**config.mk**
```make
export PLATFORM = sky130hd
export DESIGN_NAME = msie_exec
export DESIGN_NICKNAME = d
export VERILOG_FILES = /design/src/sv/msie_pkg.sv /design/src/sv/msie_exec.sv
export SDC_FILE = /design/constraint.sdc
export NUM_CORES = 2
export LEC_CHECK = 0
export BUFFER_PORTS_ARGS = -buffer_cell sky130_fd_sc_hd__buf_4
export CAP_MARGIN = 20
export CORE_AREA = 5 5 224 226
export DETAILED_ROUTE_END_ITERATION = 10
export DIE_AREA = 0 0 229 231
export PLACE_DENSITY_LB_ADDON = 0.2
export SLEW_MARGIN = 30
export SYNTH_ARGS = -nofsm -noshare
export SYNTH_HDL_FRONTEND = slang
export SYNTH_SLANG_ARGS = --single-unit
```
**constraint.sdc**
```tcl
create_clock -name vclk -period 14.3
set_clock_uncertainty 0.15 [all_clocks]
set_input_delay 2.145 -clock vclk [all_inputs]
set_output_delay 2.145 -clock vclk [all_outputs]
set_load 0.1 [all_outputs]
```
**src/sv/msie_pkg.sv**
```systemverilog
// Package for the MIPS subset execute block: sizes, operation codes and the
// item, memory request and execute result structs.
// Depends on nothing; every other file of the block imports it.
package msie_pkg;

  localparam int REG_COUNT     = 32;
  localparam int DATA_DEPTH    = 1024;
  // Program depth must be a power of two: PC arithmetic wraps by truncation.
  localparam int PROGRAM_DEPTH = 1024;

  localparam int DATA_W   = 32;
  localparam int RIDX_W   = $clog2(REG_COUNT);
  localparam int DADDR_W  = $clog2(DATA_DEPTH);
  localparam int PC_W     = $clog2(PROGRAM_DEPTH);
  localparam int FPC_W    = 10;  // width of the next_pc field
  localparam int FADDR_W  = 10;  // width of the mem_address field

  typedef enum logic [3:0] {
    OP_NOP  = 4'd0,
    OP_ADD  = 4'd1,
    OP_ADDI = 4'd2,
    OP_SUB  = 4'd3,
    OP_MUL  = 4'd4,
    OP_AND  = 4'd5,
    OP_OR   = 4'd6,
    OP_SLL  = 4'd7,
    OP_SRL  = 4'd8,
    OP_LW   = 4'd9,
    OP_SW   = 4'd10,
    OP_BEQ  = 4'd11,
    OP_J    = 4'd12
  } op_t;

  typedef struct packed {
    logic [3:0]         operation;
    logic [4:0]         src_reg;
    logic [4:0]         tgt_reg;
    logic [4:0]         dst_reg;
    logic [4:0]         shift_amount;
    logic signed [15:0] immediate;
    logic [9:0]         jump_target;
  } in_t;

  typedef struct packed {
    logic [FPC_W-1:0]         next_pc;
    logic                     reg_write_enable;
    logic [4:0]               reg_write_index;
    logic signed [DATA_W-1:0] reg_write_value;
    logic                     mem_write_enable;
    logic [FADDR_W-1:0]       mem_address;
    logic                     branch_taken;
    logic                     address_fault;
  } out_t;

  typedef struct packed {
    logic               en;
    logic               we;
    logic [DADDR_W-1:0] idx;
    logic [DATA_W-1:0]  wdata;
  } mem_req_t;

  typedef struct packed {
    logic               reg_we;
    logic [RIDX_W-1:0]  widx;
    logic [DATA_W-1:0]  wval;
    logic               is_load;
    logic               mem_written;
    logic [FADDR_W-1:0] mem_address;
    logic               branch_taken;
    logic               fault;
    logic [PC_W-1:0]    next_pc;
    mem_req_t           mem;
  } exec_t;

endpackage

```
**src/sv/msie_exec.sv**
```systemverilog
// Execute logic: ALU, effective address with range check, branch and jump
// target. Purely combinational. Depends on msie_pkg.
module msie_exec (
  input  msie_pkg::in_t                    item,
  input  logic [msie_pkg::PC_W-1:0]        pc,
  input  logic [msie_pkg::DATA_W-1:0]      src_val,
  input  logic [msie_pkg::DATA_W-1:0]      tgt_val,
  output msie_pkg::exec_t                  res
);
  import msie_pkg::*;

  logic [DATA_W-1:0] imm_ext;
  logic [DATA_W-1:0] eff_addr;
  logic [DATA_W-1:0] prod;
  logic [PC_W-1:0]   pc_inc;
  logic              addr_bad;

  assign imm_ext  = {{(DATA_W-16){item.immediate[15]}}, item.immediate};
  assign eff_addr = src_val + imm_ext;
  assign prod     = src_val * tgt_val;
  assign pc_inc   = pc + PC_W'(1);
  assign addr_bad = eff_addr[DATA_W-1] || (eff_addr >= DATA_W'(DATA_DEPTH));

  always_comb begin
    res              = '0;
    res.next_pc      = pc_inc;
    res.mem.idx      = eff_addr[DADDR_W-1:0];
    res.mem.wdata    = tgt_val;
    unique case (op_t'(item.operation))
      OP_ADD: begin
        res.reg_we = 1'b1; res.widx = item.dst_reg; res.wval = src_val + tgt_val;
      end
      OP_ADDI: begin
        res.reg_we = 1'b1; res.widx = item.tgt_reg; res.wval = src_val + imm_ext;
      end
      OP_SUB: begin
        res.reg_we = 1'b1; res.widx = item.dst_reg; res.wval = src_val - tgt_val;
      end
      OP_MUL: begin
        res.reg_we = 1'b1; res.widx = item.dst_reg; res.wval = prod;
      end
      OP_AND: begin
        res.reg_we = 1'b1; res.widx = item.dst_reg; res.wval = src_val & tgt_val;
      end
      OP_OR: begin
        res.reg_we = 1'b1; res.widx = item.dst_reg; res.wval = src_val | tgt_val;
      end
      OP_SLL: begin
        res.reg_we = 1'b1; res.widx = item.dst_reg; res.wval = tgt_val << item.shift_amount;
      end
      OP_SRL: begin
        res.reg_we = 1'b1; res.widx = item.dst_reg; res.wval = tgt_val >> item.shift_amount;
      end
      OP_LW: begin
        res.mem_address = eff_addr[FADDR_W-1:0];
        res.fault       = addr_bad;
        res.mem.en      = !addr_bad;
        res.reg_we      = !addr_bad;
        res.widx        = item.tgt_reg;
        res.is_load     = 1'b1;
      end
      OP_SW: begin
        res.mem_address = eff_addr[FADDR_W-1:0];
        res.fault       = addr_bad;
        res.mem.en      = !addr_bad;
        res.mem.we      = 1'b1;
        res.mem_written = !addr_bad;
      end
      OP_BEQ: begin
        if (src_val == tgt_val) begin
          res.branch_taken = 1'b1;
          res.next_pc      = pc_inc + imm_ext[PC_W-1:0];
        end
      end
      OP_J: begin
        res.branch_taken = 1'b1;
        res.next_pc      = PC_W'(item.jump_target);
      end
      OP_NOP: ;
      default: ;
    endcase
    // register 0 is never written: drop the write and its fields
    if (!res.reg_we || res.widx == '0) begin
      res.reg_we  = 1'b0;
      res.widx    = '0;
      res.wval    = '0;
      res.is_load = 1'b0;
    end
  end

endmodule

```
Word level (Yosys, flattened, before mapping). Index checks and enable logic that the tools add are counted.

Register bits after elaboration: 0. Input bits: 124. Output and inout bits: 106. Logic and storage cells: 44.

$add $sub $neg: 5. $mul: 1. $lt $le $gt $ge: 1. Equality and inequality tests: 13. Shift operators: 2. Mux-type cells: 13. Bitwise gates (word level): 2. Reductions and logical operators: 7.

Operator list (number): 32-bit case mux with 8 select lines (1); 32-bit adder (2); 39-bit two-way mux (1); 32-bit bitwise AND (1); 32-bit equality test (1); 32-bit by 11-bit greater-or-equal comparator with 1-bit output (second input constant) (1); 32-bit by 32-bit multiplier with 32-bit output (1); 32-bit OR (1); 32-bit by 5-bit << shifter with 32-bit output (1); 32-bit by 5-bit >> shifter with 32-bit output (1); 32-bit subtractor (1); 4-bit equality test (second input constant) (5); 10-bit two-way mux (2); 10-bit case mux with 2 select lines (1); 6-bit case mux with 3 select lines (1); 4-bit by 3-bit equality test with 1-bit output (second input constant) (4); 10-bit by 1-bit adder with 10-bit output (second input constant) (1); 10-bit adder (1); 4-bit by 2-bit equality test with 1-bit output (second input constant) (2); 7-bit OR reduction (1); 1-bit two-way mux (6); 5-bit zero test (1); 4-bit by 1-bit equality test with 1-bit output (second input constant) (1); 1-bit zero test (2); other kinds (3) (4).

Longest topological paths before layout.
Word-level depth: 8. Gate-level depth with buffers: 30. Depth with buffers taken out: 28.

Worst setup path after synthesis. No wires, ideal clock.

Path kind: input -> output. Start point: in tgt_val[7] in the netlist's numbering. End point: out res[98] in the netlist's numbering. Arrival: 10.538 ns. Setup slack: 1.467 ns. Cell stages on the path: 28. Path buffers: 3. Cells stage by stage: clkbuf_1 > inv_1 > clkbuf_1 > clkbuf_1 > nor2_1 > fa_1 > fa_1 > fa_1 > inv_1 > fa_1 > inv_1 > fa_1 > inv_1 > fa_1 > inv_1 > fa_1 > fa_1 > ha_1 > and3_1 > o21ai_0 > a21boi_0 > or3_1 > a311o_1 > nand2_1 > a21oi_1 > nor4b_1 > nor3_1 > a21oi_1.

RTL lines: start: declaration (line msie_exec.sv:7) `input logic [msie_pkg::DATA_W-1:0] tgt_val,`; end: declaration (line msie_exec.sv:8) `output msie_pkg::exec_t res`.

==> run metrics <==
count of distinct cell types in the synthesized netlist 81; final design area excluding fillers 0.0278 sq mm; worst slack, placed 1280 ps; number of antenna violations at the first check in global routing 4; required arrival time at the worst endpoint 12010 ps; placer congestion estimate 1.07; global-route wire length before repair 178 mm; largest fanout of any net on the critical path 24; Setup Fix Bufs, Post-CTS 0; top cell family by delay on the critical path adder cells; half-perimeter wire length after placement 94.9 mm; crit path max-delay cell type sky130_fd_sc_hd__clkinv_1; cell accounting for the most synthesized area sky130_fd_sc_hd__fa_1; logic depth of the worst path, buffers included 27; type of the worst setup path primary input to output port; number of stages on the worst hold path 2; top post-synthesis cells by area sky130_fd_sc_hd__fa_1, sky130_fd_sc_hd__ha_1, sky130_fd_sc_hd__inv_1; row cnt 81; I/O pin count 230; Max Clock Freq 75.0 MHz; sequential cell area in the final layout 0 sq um; slack of the critical path 959 ps; path class of the lowest-slack min-delay path primary input to output port; fraction of layout instances using a drive strength above 1 9.37%; area of placed instances 0.0278 sq mm; most numerous cell on the critical path sky130_fd_sc_hd__fa_1; slowest stage delay, CP 870 ps; result of the run finished clean; Residual DRC 0; 1st-pass router iterations 9; global route total overflow 0; die width 229 microns; Setup Total Neg Slack 0 ps; cells after synthesis 3447; RSZ-0062 raised after global routing false; hold-fix buffers at CTS 0; count of sequential standard cells 0; Post-Route WL 120 mm; worst endpoint data arrival time 11050 ps; CP bufs+invs 7; Post-Syn Nets 4242; vias in the first global route 27500; Buffers on Ports 225; warnings from Yosys 0; DIE AREA 0.0529 sq mm; WHS Endpoint res[30]; violation count after the first detailed-routing iteration 3561; pin count of the biggest net entering global routing 59; DIE HEIGHT 231 microns; max-capacitance violation count 0; Layout Nets 4275; initial core utilization 54.1%; final worst-path cycle share 93.3%; total global-route track usage 44.4%; total vias in the final route 27100; # clk buffers 0; Yosys top cell area share 31.7%; Worst Hold Slack 4530 ps; # resized after CTS 0; post-route antenna net violation count 0; Vias per Instance 6.61; synthesized area 0.0260 sq mm; area added between synthesis and finish 6.85%; Max-Slew Margin vs Limit 28.7%; pins over their slew limit 0; number of failing setup endpoints in the final timing report 0; Least-Margin Pin Slew 1060 ps; hold wc startpoint tgt_val[30]; leading post-synthesis cells by instance count sky130_fd_sc_hd__inv_1, sky130_fd_sc_hd__nor2_1, sky130_fd_sc_hd__fa_1; crit path time final 13340 ps; core region area 0.0481 sq mm; register area share after synthesis 0%; Final Hold Vio Count 0; top-count cell post-synth sky130_fd_sc_hd__inv_1; routed length per instance 29.4 microns; endpoint type of the worst setup path output port; average cell area after synthesis 7.56 sq um; Worst setup SP type primary input
-- final cells by class --
| cell class | instances | area (sq um) |
|---|---|---|
| well taps | 622 | 778 |
| fillers | 4379 | 20300 |
| repair buffers | 260 | 1950 |
| multi-input cells | 2697 | 23100 |
| diodes | 1 | 2.50 |
| inverters | 521 | 1960 |
-- placed cells by master (no fill, tap or decap), types with 69 or more instances in the layout --
cell type	instances
sky130_fd_sc_hd__a21oi_1	171
sky130_fd_sc_hd__buf_4	260
sky130_fd_sc_hd__fa_1	412
sky130_fd_sc_hd__ha_1	259
sky130_fd_sc_hd__inv_1	502
sky130_fd_sc_hd__mux2i_1	69
sky130_fd_sc_hd__nand2_1	381
sky130_fd_sc_hd__nor2_1	501
sky130_fd_sc_hd__o21ai_0	150
sky130_fd_sc_hd__xnor2_1	109
-- through the flow --
step | std cells | util, %
floorplan | 3447 | -
finish | 4101 | 57.8
detailed placement | 4100 | 57.8
CTS | 4100 | 57.8
global route | 4101 | 57.8
global placement | 4100 | 57.8
-- routing by layer --
metal | vias up | track usage (%) | part of all wire, %
met3 | 529 | 12.8 | 13
met2 | 2010 | 67.8 | 43
met5 | - | 0 | 0.024
met1 | 13200 | 56.9 | 36
met4 | 4 | 24.9 | 8.1
li1 | 11300 | - | -
-- kinds of logic (layout without fill, tap and decap cells) --
family | after synthesis | in the layout | synth area share (%)
other | 0 | 1 | 0
muxes | 94 | 94 | 4.68
and+or+nand+nor | 1104 | 1104 | 17.8
adders and majority gates | 671 | 671 | 44.1
xor gates and xnor gates | 145 | 145 | 4.88
AOI/OAI and AO/OA | 683 | 683 | 17.2
buffers and inverters | 750 | 781 | 11.3
-- how the worst max path moves through the flow --
stage,start,to,slack (ps)
3_5_place_dp,tgt_val[2],res[98],1280
3_3_place_gp,tgt_val[2],res[98],1390
5_1_grt,tgt_val[2],res[99],780
2_1_floorplan,tgt_val[7],res[98],1470
4_1_cts,tgt_val[2],res[98],1260
6_report,tgt_val[2],res[98],960
